### config.mk
export PLATFORM = sky130hd
export DESIGN_NAME = parameter_smoothing_bank_unit
export DESIGN_NICKNAME = d
export VERILOG_FILES = /design/src/rtl/core/psb_pkg.sv /design/src/rtl/core/psb_div.sv /design/src/rtl/core/parameter_smoothing_bank_unit.sv
export SDC_FILE = /design/constraint.sdc
export NUM_CORES = 2
export LEC_CHECK = 0
export ABC_AREA = 1
export BUFFER_PORTS_ARGS = -buffer_cell sky130_fd_sc_hd__buf_2
export CAP_MARGIN = 0
export CORE_MARGIN = 8
export CORE_UTILIZATION = 64
export CTS_CLUSTER_DIAMETER = 50
export DETAILED_ROUTE_END_ITERATION = 16
export GPL_ROUTABILITY_DRIVEN = 1
export GPL_TIMING_DRIVEN = 0
export PLACE_DENSITY = 0.78
export SYNTH_ARGS = -nofsm -noshare
export SYNTH_HDL_FRONTEND = slang
export SYNTH_HIERARCHICAL = 1
export SYNTH_SLANG_ARGS = --single-unit
### constraint.sdc
create_clock -name i_clk -period 13.91 [get_ports i_clk]
set_clock_uncertainty 0.2 [all_clocks]
set_input_delay 3.4775 -clock i_clk [delete_from_list [all_inputs] [get_ports i_clk]]
set_output_delay 3.4775 -clock i_clk [all_outputs]
set_load 0.01 [all_outputs]
### src/rtl/core/psb_pkg.sv
// Package for the parameter smoothing bank: word types, field widths,
// register codes, fixed-point constants and the sequencer state type.
// Used by psb_div, parameter_smoothing_bank_unit and the testbench; depends on nothing.
package psb_pkg;

    localparam int DATA_W     = 24;
    localparam int CH_FIELD_W = 4;
    localparam int TIME_W     = 24;
    localparam int DEN_W      = TIME_W + 1;
    localparam int PROD_W     = 49;
    localparam int QUOT_W     = 24;

    localparam int NUM_CHANNELS_DEF = 16;

    localparam int APB_ADDR_W = 3;
    localparam int APB_DATA_W = 32;

    localparam logic [TIME_W-1:0] BLEND_TC_RESET = 24'd300000;
    localparam logic [TIME_W-1:0] PARAM_TC_RESET = 24'd600000;
    localparam logic [TIME_W-1:0] DT_MIN_US      = 24'd1000;

    localparam logic signed [DATA_W-1:0] SNAP_LO_Q    = 24'sd13107;
    localparam logic signed [DATA_W-1:0] SNAP_HI_Q    = 24'sd52429;
    localparam logic signed [DATA_W:0]   SCENE_BIAS_Q = 25'sd6554;
    localparam logic signed [DATA_W:0]   SCENE_ROUND  = 25'sd65535;
    localparam logic [QUOT_W-1:0]        QUOT_MAX     = 24'h800000;

    localparam int CH_BLEND   = 0;
    localparam int CH_SCENE_A = 1;
    localparam int CH_SCENE_B = 2;
    localparam int CH_CLIP    = 9;

    typedef enum logic {
        REG_BLEND_TC = 1'b0,
        REG_PARAM_TC = 1'b1
    } t_reg_idx;

    typedef enum logic {
        KIND_WRITE = 1'b0,
        KIND_TICK  = 1'b1
    } t_kind;

    typedef struct packed {
        t_kind                      kind;
        logic [CH_FIELD_W-1:0]      channel_index;
        logic signed [DATA_W-1:0]   target_value;
        logic [TIME_W-1:0]          elapsed_us;
    } t_in_word;

    typedef struct packed {
        logic [CH_FIELD_W-1:0]      out_channel;
        logic signed [DATA_W-1:0]   out_value;
        logic                       last_of_tick;
    } t_out_word;

    typedef struct packed {
        logic busy;
        logic done;
    } t_div_status;

    typedef enum logic [2:0] {
        S_IDLE,
        S_READ,
        S_MUL_T,
        S_MUL_O,
        S_SUM,
        S_ABS,
        S_DIV,
        S_FIN
    } t_state;

endpackage

### src/rtl/core/psb_div.sv
// Restoring divider for the smoothing bank: one quotient bit per cycle.
// Depends on psb_pkg for widths and the status struct.
module psb_div import psb_pkg::*; (
    input  logic                i_clk,
    input  logic                i_rst_n,
    input  logic                i_start,
    input  logic [PROD_W-1:0]   i_dividend,
    input  logic [DEN_W-1:0]    i_divisor,
    output t_div_status         o_status,
    output logic [QUOT_W-1:0]   o_quotient
);

    localparam int CNT_W = $clog2(QUOT_W);

    logic               r_busy;
    logic               r_done;
    logic [CNT_W-1:0]   r_cnt;
    logic [DEN_W-1:0]   r_rem;
    logic [QUOT_W-1:0]  r_low;
    logic [DEN_W-1:0]   r_den;

    logic [DEN_W:0]     w_shift;
    logic [DEN_W+1:0]   w_diff;
    logic               w_fit;

    assign w_shift = {r_rem, r_low[QUOT_W-1]};
    assign w_diff  = {1'b0, w_shift} - {2'b00, r_den};
    assign w_fit   = !w_diff[DEN_W+1];

    always_ff @(posedge i_clk) begin
        if (!i_rst_n) begin
            r_busy <= 1'b0;
            r_done <= 1'b0;
            r_cnt  <= '0;
        end else if (i_start) begin
            r_busy <= 1'b1;
            r_done <= 1'b0;
            r_cnt  <= CNT_W'(QUOT_W - 1);
        end else if (r_busy) begin
            r_cnt <= r_cnt - 1'b1;
            if (r_cnt == '0) begin
                r_busy <= 1'b0;
                r_done <= 1'b1;
            end
        end else begin
            r_done <= 1'b0;
        end
    end

    always_ff @(posedge i_clk) begin
        if (i_start) begin
            r_rem <= i_dividend[PROD_W-1:QUOT_W];
            r_low <= i_dividend[QUOT_W-1:0];
            r_den <= i_divisor;
        end else if (r_busy) begin
            r_rem <= w_fit ? w_diff[DEN_W-1:0] : w_shift[DEN_W-1:0];
            r_low <= {r_low[QUOT_W-2:0], w_fit};
        end
    end

    assign o_status.busy = r_busy;
    assign o_status.done = r_done;
    assign o_quotient    = r_low;

endmodule

### src/rtl/core/parameter_smoothing_bank_unit.sv
// Top level of the parameter smoothing bank: sequencer, target and smoothed
// memories, shared multiplier and output register. Depends on psb_pkg and psb_div.
//
// A write word stores one channel's target and is taken while no tick runs. A tick
// word walks all NUM_CHANNELS channels in order, reading both memories, forming
// target*dt + old*k on one shared 24x25 multiplier in states S_MUL_T and S_MUL_O,
// dividing by dt + k in a bit-serial divider of 24 steps and emitting one result
// word per channel; the new value is written back for all but the scene channels.
// The input stays stalled for the whole tick, and output stalls lengthen the tick.
// Configuration registers are read and written through the APB port at byte
// addresses 0 and 4; pready is always high.
module parameter_smoothing_bank_unit import psb_pkg::*; #(
    parameter int NUM_CHANNELS = NUM_CHANNELS_DEF
) (
    input  logic                    i_clk,
    input  logic                    i_rst_n,
    input  logic                    i_valid,
    output logic                    o_stall,
    input  t_in_word                i_in_word,
    output logic                    o_valid,
    input  logic                    i_stall,
    output t_out_word               o_out_word,
    input  logic                    psel,
    input  logic                    penable,
    input  logic                    pwrite,
    input  logic [APB_ADDR_W-1:0]   paddr,
    input  logic [APB_DATA_W-1:0]   pwdata,
    output logic [APB_DATA_W-1:0]   prdata,
    output logic                    pready
);

    localparam int CH_W = $clog2(NUM_CHANNELS);

    t_state                     r_state;
    t_state                     n_state;

    logic [TIME_W-1:0]          r_blend_tc;
    logic [TIME_W-1:0]          r_param_tc;

    logic signed [DATA_W-1:0]   r_tgt_mem [NUM_CHANNELS];
    logic signed [DATA_W-1:0]   r_smo_mem [NUM_CHANNELS];
    logic [NUM_CHANNELS-1:0]    r_tgt_vld;
    logic [NUM_CHANNELS-1:0]    r_smo_vld;
    logic signed [DATA_W-1:0]   r_tgt_rd;
    logic signed [DATA_W-1:0]   r_smo_rd;
    logic                       r_tgt_rv;
    logic                       r_smo_rv;

    logic [CH_W-1:0]            r_ch;
    logic [TIME_W-1:0]          r_dt;
    logic [TIME_W-1:0]          r_k;
    logic [DEN_W-1:0]           r_den;
    logic signed [DATA_W-1:0]   r_t;
    logic signed [DATA_W-1:0]   r_o;
    logic signed [PROD_W-1:0]   r_p1;
    logic signed [PROD_W-1:0]   r_p2;
    logic signed [PROD_W-1:0]   r_num;
    logic                       r_neg;

    logic                       r_out_vld;
    t_out_word                  r_out_word;

    logic                       w_in_acc;
    logic                       w_cfg_wr;
    logic                       w_tgt_wr;
    logic [CH_W-1:0]            w_tgt_addr;
    logic [TIME_W-1:0]          w_dt;
    logic signed [DATA_W-1:0]   w_rd_t;
    logic signed [DATA_W-1:0]   w_rd_o;
    logic signed [DATA_W-1:0]   w_mul_a;
    logic signed [DEN_W-1:0]    w_mul_b;
    logic signed [PROD_W-1:0]   w_prod;
    logic [DATA_W-1:0]          w_half;
    logic [PROD_W-1:0]          w_dvd;
    logic                       w_div_start;
    t_div_status                w_div_stat;
    logic [QUOT_W-1:0]          w_quot;

    logic                       w_is_blend;
    logic                       w_scene;
    logic                       w_is_clip;
    logic                       w_last;
    logic                       w_snap;
    logic signed [DATA_W-1:0]   w_blend;
    logic signed [DATA_W-1:0]   w_v;
    logic signed [DATA_W:0]     w_sc;
    logic signed [DATA_W:0]     w_sc_adj;
    logic signed [DATA_W-1:0]   w_scene_num;
    logic signed [DATA_W-1:0]   w_shown;
    logic                       w_out_load;
    logic                       w_smo_wr;

    assign w_in_acc   = i_valid && !o_stall;
    assign o_stall    = (r_state != S_IDLE);
    assign w_cfg_wr   = psel && penable && pwrite && pready;
    assign pready     = 1'b1;

    assign w_tgt_wr   = w_in_acc && (i_in_word.kind == KIND_WRITE)
                        && (32'(i_in_word.channel_index) < NUM_CHANNELS);
    assign w_tgt_addr = CH_W'(i_in_word.channel_index);
    assign w_dt       = (i_in_word.elapsed_us < DT_MIN_US) ? DT_MIN_US
                                                           : i_in_word.elapsed_us;

    // Configuration registers.
    always_ff @(posedge i_clk) begin
        if (!i_rst_n) begin
            r_blend_tc <= BLEND_TC_RESET;
            r_param_tc <= PARAM_TC_RESET;
        end else if (w_cfg_wr) begin
            unique case (t_reg_idx'(paddr[2]))
                REG_BLEND_TC: r_blend_tc <= pwdata[TIME_W-1:0];
                REG_PARAM_TC: r_param_tc <= pwdata[TIME_W-1:0];
                default: ;
            endcase
        end
    end

    always_comb begin
        unique case (t_reg_idx'(paddr[2]))
            REG_BLEND_TC: prdata = APB_DATA_W'(r_blend_tc);
            REG_PARAM_TC: prdata = APB_DATA_W'(r_param_tc);
            default:      prdata = '0;
        endcase
    end

    // Sequencer.
    always_ff @(posedge i_clk) begin
        if (!i_rst_n) begin
            r_state <= S_IDLE;
        end else begin
            r_state <= n_state;
        end
    end

    always_comb begin
        n_state     = r_state;
        w_div_start = 1'b0;
        w_out_load  = 1'b0;
        w_smo_wr    = 1'b0;
        unique case (r_state)
            S_IDLE: begin
                if (w_in_acc && (i_in_word.kind == KIND_TICK)) begin
                    n_state = S_READ;
                end
            end
            S_READ:  n_state = S_MUL_T;
            S_MUL_T: n_state = S_MUL_O;
            S_MUL_O: n_state = S_SUM;
            S_SUM:   n_state = S_ABS;
            S_ABS: begin
                w_div_start = 1'b1;
                n_state     = S_DIV;
            end
            S_DIV: begin
                if (w_div_stat.done) begin
                    n_state = S_FIN;
                end
            end
            S_FIN: begin
                if (!r_out_vld || !i_stall) begin
                    w_out_load = 1'b1;
                    w_smo_wr   = !w_scene;
                    n_state    = w_last ? S_IDLE : S_READ;
                end
            end
            default: n_state = S_IDLE;
        endcase
    end

    always_ff @(posedge i_clk) begin
        if (!i_rst_n) begin
            r_ch <= '0;
        end else if (w_in_acc && (i_in_word.kind == KIND_TICK)) begin
            r_ch <= '0;
        end else if (w_out_load && !w_last) begin
            r_ch <= r_ch + 1'b1;
        end
    end

    // Memories: one read per channel, written back except on the scene channels.
    always_ff @(posedge i_clk) begin
        if (r_state == S_READ) begin
            r_tgt_rd <= r_tgt_mem[r_ch];
            r_smo_rd <= r_smo_mem[r_ch];
            r_tgt_rv <= r_tgt_vld[r_ch];
            r_smo_rv <= r_smo_vld[r_ch];
        end
        if (w_tgt_wr) begin
            r_tgt_mem[w_tgt_addr] <= i_in_word.target_value;
        end
        if (w_smo_wr) begin
            r_smo_mem[r_ch] <= w_v;
        end
    end

    always_ff @(posedge i_clk) begin
        if (!i_rst_n) begin
            r_tgt_vld <= '0;
            r_smo_vld <= '0;
        end else begin
            if (w_tgt_wr) begin
                r_tgt_vld[w_tgt_addr] <= 1'b1;
            end
            if (w_smo_wr) begin
                r_smo_vld[r_ch] <= 1'b1;
            end
        end
    end

    assign w_rd_t = r_tgt_rv ? r_tgt_rd : '0;
    assign w_rd_o = r_smo_rv ? r_smo_rd : '0;

    // Shared multiplier: target * dt first, then old * k.
    assign w_mul_a = (r_state == S_MUL_T) ? w_rd_t : r_o;
    assign w_mul_b = (r_state == S_MUL_T) ? $signed({1'b0, r_dt}) : $signed({1'b0, r_k});
    assign w_prod  = w_mul_a * w_mul_b;

    assign w_half = r_den[DEN_W-1:1];
    assign w_dvd  = r_num[PROD_W-1] ? (~r_num) + PROD_W'(w_half) + PROD_W'(1)
                                     : r_num + PROD_W'(w_half);

    always_ff @(posedge i_clk) begin
        if (w_in_acc && (i_in_word.kind == KIND_TICK)) begin
            r_dt <= w_dt;
        end
        unique case (r_state)
            S_MUL_T: begin
                r_t   <= w_rd_t;
                r_o   <= w_rd_o;
                r_p1  <= w_prod;
                r_k   <= w_is_blend ? r_blend_tc : r_param_tc;
                r_den <= {1'b0, r_dt} + (w_is_blend ? {1'b0, r_blend_tc}
                                                    : {1'b0, r_param_tc});
            end
            S_MUL_O: r_p2  <= w_prod;
            S_SUM:   r_num <= r_p1 + r_p2;
            S_ABS:   r_neg <= r_num[PROD_W-1];
            default: ;
        endcase
    end

    psb_div u_div (
        .i_clk      (i_clk),
        .i_rst_n    (i_rst_n),
        .i_start    (w_div_start),
        .i_dividend (w_dvd),
        .i_divisor  (r_den),
        .o_status   (w_div_stat),
        .o_quotient (w_quot)
    );

    // Final value, special channels and result word.
    assign w_is_blend = (r_ch == CH_W'(CH_BLEND));
    assign w_scene    = (r_ch == CH_W'(CH_SCENE_A)) || (r_ch == CH_W'(CH_SCENE_B));
    assign w_is_clip  = (r_ch == CH_W'(CH_CLIP));
    assign w_last     = (r_ch == CH_W'(NUM_CHANNELS - 1));

    assign w_snap  = ((r_t <= SNAP_LO_Q) && (r_o >= SNAP_HI_Q))
                     || ((r_t >= SNAP_HI_Q) && (r_o <= SNAP_LO_Q));
    assign w_blend = r_neg ? $signed(QUOT_W'(0) - w_quot) : $signed(w_quot);

    always_comb begin
        if (w_is_blend) begin
            w_v = (w_blend < 0) ? '0 : w_blend;
        end else if (w_snap) begin
            w_v = r_t;
        end else begin
            w_v = w_blend;
        end
    end

    assign w_sc        = $signed({r_t[DATA_W-1], r_t}) + SCENE_BIAS_Q;
    assign w_sc_adj    = w_sc[DATA_W] ? w_sc + SCENE_ROUND : w_sc;
    assign w_scene_num = {{(DATA_W-9){w_sc_adj[DATA_W]}}, w_sc_adj[DATA_W:16]};

    always_comb begin
        if (w_scene) begin
            w_shown = w_scene_num;
        end else if (w_is_clip && (w_v <= 0)) begin
            w_shown = '0;
        end else begin
            w_shown = w_v;
        end
    end

    always_ff @(posedge i_clk) begin
        if (!i_rst_n) begin
            r_out_vld <= 1'b0;
        end else if (w_out_load) begin
            r_out_vld <= 1'b1;
        end else if (!i_stall) begin
            r_out_vld <= 1'b0;
        end
    end

    always_ff @(posedge i_clk) begin
        if (w_out_load) begin
            r_out_word.out_channel  <= r_ch[CH_FIELD_W-1:0];
            r_out_word.out_value    <= w_shown;
            r_out_word.last_of_tick <= w_last;
        end
    end

    assign o_valid    = r_out_vld;
    assign o_out_word = r_out_word;

    a_tick_starts_walk: assert property (@(posedge i_clk) disable iff (!i_rst_n)
        (w_in_acc && (i_in_word.kind == KIND_TICK)) |=> (r_state == S_READ))
        else $error("tick word did not start the channel walk");

    a_div_active: assert property (@(posedge i_clk) disable iff (!i_rst_n)
        (r_state == S_DIV) |-> (w_div_stat.busy || w_div_stat.done))
        else $error("sequencer waits on an idle divider");

    a_quot_range: assert property (@(posedge i_clk) disable iff (!i_rst_n)
        (r_state == S_FIN) |-> (w_quot <= QUOT_MAX))
        else $error("quotient exceeds the value range");

    a_last_channel: assert property (@(posedge i_clk) disable iff (!i_rst_n)
        (o_valid && o_out_word.last_of_tick)
            |-> (o_out_word.out_channel == CH_FIELD_W'(NUM_CHANNELS - 1)))
        else $error("last word of a tick carries the wrong channel");

endmodule

==> qor.yml <==
run_status:
  status: "complete, but fails checks"
  violations: "capacitance limit, slew limit"
global_route:
  globalRouteOverflowTotal: 0
  grt_pass1_wl_um: 389000
  gr-usage-all-layers: 0.380
  grt_antenna_before_repair: 10
  grt_start_max_net_pins: 50
  grtUsageMet3: 0.0884
  met2_usage: 0.616
  grt_util_met1: 0.470
  grt_pass1_vias: 64200
  top_usage_layer: "met2"
worst_setup_path:
  worstSetupPathType: "flip-flop to flip-flop"
  timing.rr.end: "r_p2[47]"
  crit_end: "r_p2[47]"
  cp-start-kind: "flip-flop"
  reg2reg_from: "r_state[0]"
  critical-path-max-stage-delay_ns: 0.89
  worst_setup_path_end_kind: "flip-flop"
  r2r.worst_path.cells: 36
  crit_slowest_cell: "buf_2"
  crit_start: "r_state[0]"
  cp.required_ns: 14.28
  regToRegSetupSlack_ns: 1.77
  timing.critical_path.mode_cell: "inv_1"
  crit_fanout: 41
  arrival_ns: 12.51
place:
  io_buffers: 139
  routabilityCongestion: 1.01
  placedCellCount: 10300
  hpwl_um: 199000
  postPlaceCellArea_mm2: 0.0840
floorplanning:
  die_w_um: 370
  die_h_um: 370
  fp.coreArea_mm2: 0.124
  dieArea_mm2: 0.137
  initial_core_util: 0.645
  fp-row-count: 129
  num_io_pins: 159
cts:
  ctsHoldBuffers: 0
  path_clk_slew_ns: 0.06
  cts.sinks: 1285
  insertion_delay_ns: 0.80
  cts_setup_buffers: 0
  cts.repair.resized: 0
  clock-root-buffer: "clkbuf_16"
  htreeDepth: 4
  cts_tree: "done"
  max-clock-path-buffers: 3
  cts_made_buffers: 140
final_layout:
  layout_commonest_cell: "nand2_1"
  drive_gt1_frac: 0.0613
  layout_common_cells: "nand2_1, inv_1, edfxtp_1"
  stdcell_count: 10600
  finalInstanceArea_mm2: 0.0889
  n_fill_cell: 9112
  area_growth_pct: 11.1
  layout.nets: 9785
synthesis:
  synthCells: 8454
  syn-mean-instance-area_um2: 9.46
  syn_area_mm2: 0.0800
  yosys_warnings: 6
routing:
  wl_per_cell_um: 24.9
  drt_iter0_drc: 7950
  postRouteAntennaNets: 0
  routed_wl_um: 264000
  vias: 64800
  drt_pass1_iterations: 9
  viasPerCell: 6.11
  drc_errors: 0
timing:
  worst_slew_pin_slew_ns: 1.56
  maxSlewHeadroom: -0.0443
  timing.final.crit_period_ns: 12.14
  setup_violations: 0
  max_freq_mhz: 82.4
  rsz0062_at_grt: "no"
  final-max-slew-violation-count: 14
  hold_violations: 0
  min_period_over_period: 0.873
  hold_slack_ns: 0.229
worst_hold_path:
  holdPathStages: 0
  hold_class: "flip-flop to flip-flop"
job:
  drv_cap: 2
==> worst min-delay path by stage <==
stage / startpoint / endpoint / slack (ns)
4_1_cts: r_den[0] / u_div/r_den[0] / 0.23
5_1_grt: r_den[0] / u_div/r_den[0] / 0.25
3_5_place_dp: r_den[0] / u_div/r_den[0] / 0.22
3_3_place_gp: r_den[0] / u_div/r_den[0] / 0.21
6_report: r_den[0] / u_div/r_den[0] / 0.23
2_1_floorplan: r_den[0] / u_div/r_den[0] / 0.20
==> state kept, by name, summed over array words and instances (netlist names), 25 cells and up <==
signal and cells:
r_smo_mem 384, u_div/r_den 25, o_out_word 29, r_p1 49
r_tgt_mem 384, r_p2 49, r_num 49, u_div/r_rem 25
r_den 25
==> stage by stage <==
stage	worst slack, ns	util	TNS (ns)
2_1_floorplan	1.92	-	0
4_1_cts	2.20	0.717	0
5_1_grt	1.44	0.717	0
3_5_place_dp	2.20	0.678	0
3_3_place_gp	-3.61	0.669	-222.21
6_report	1.77	0.717	0
==> per-layer routing <==
layer | share of wire | wire length [µm]
met5 | 0 | 0
met4 | 0.067 | 17600
met3 | 0.11 | 29100
met2 | 0.46 | 122000
met1 | 0.36 | 94600
==> cell type report <==
cell class / instances / area, µm² / share of cell area
Timing Repair Buffer: 191 / 1500 / 0.0169
Multi-Input combinational cell: 5594 / 36600 / 0.412
Tap cell: 1637 / 2050 / 0.0231
Antenna cell: 7 / 17.5 / 0.000197
Clock inverter: 99 / 1170 / 0.0131
Buffer: 369 / 1500 / 0.0169
Inverter: 1261 / 4730 / 0.0533
Clock buffer: 158 / 3640 / 0.0410
Sequential cell: 1285 / 37600 / 0.424
==> critical path: cells and delay by family (launching register included) <==
family          cells  cell delay [ns]
simple gates        5             1.47
fa+ha+maj           9             4.04
buf+inv            14             3.33
flops               1             0.32
compound gates      7             2.14
xor+xnor            1             0.32
Power is not shown: default switching activity piles up to over one toggle a cycle in this logic, so the estimate is an artifact.
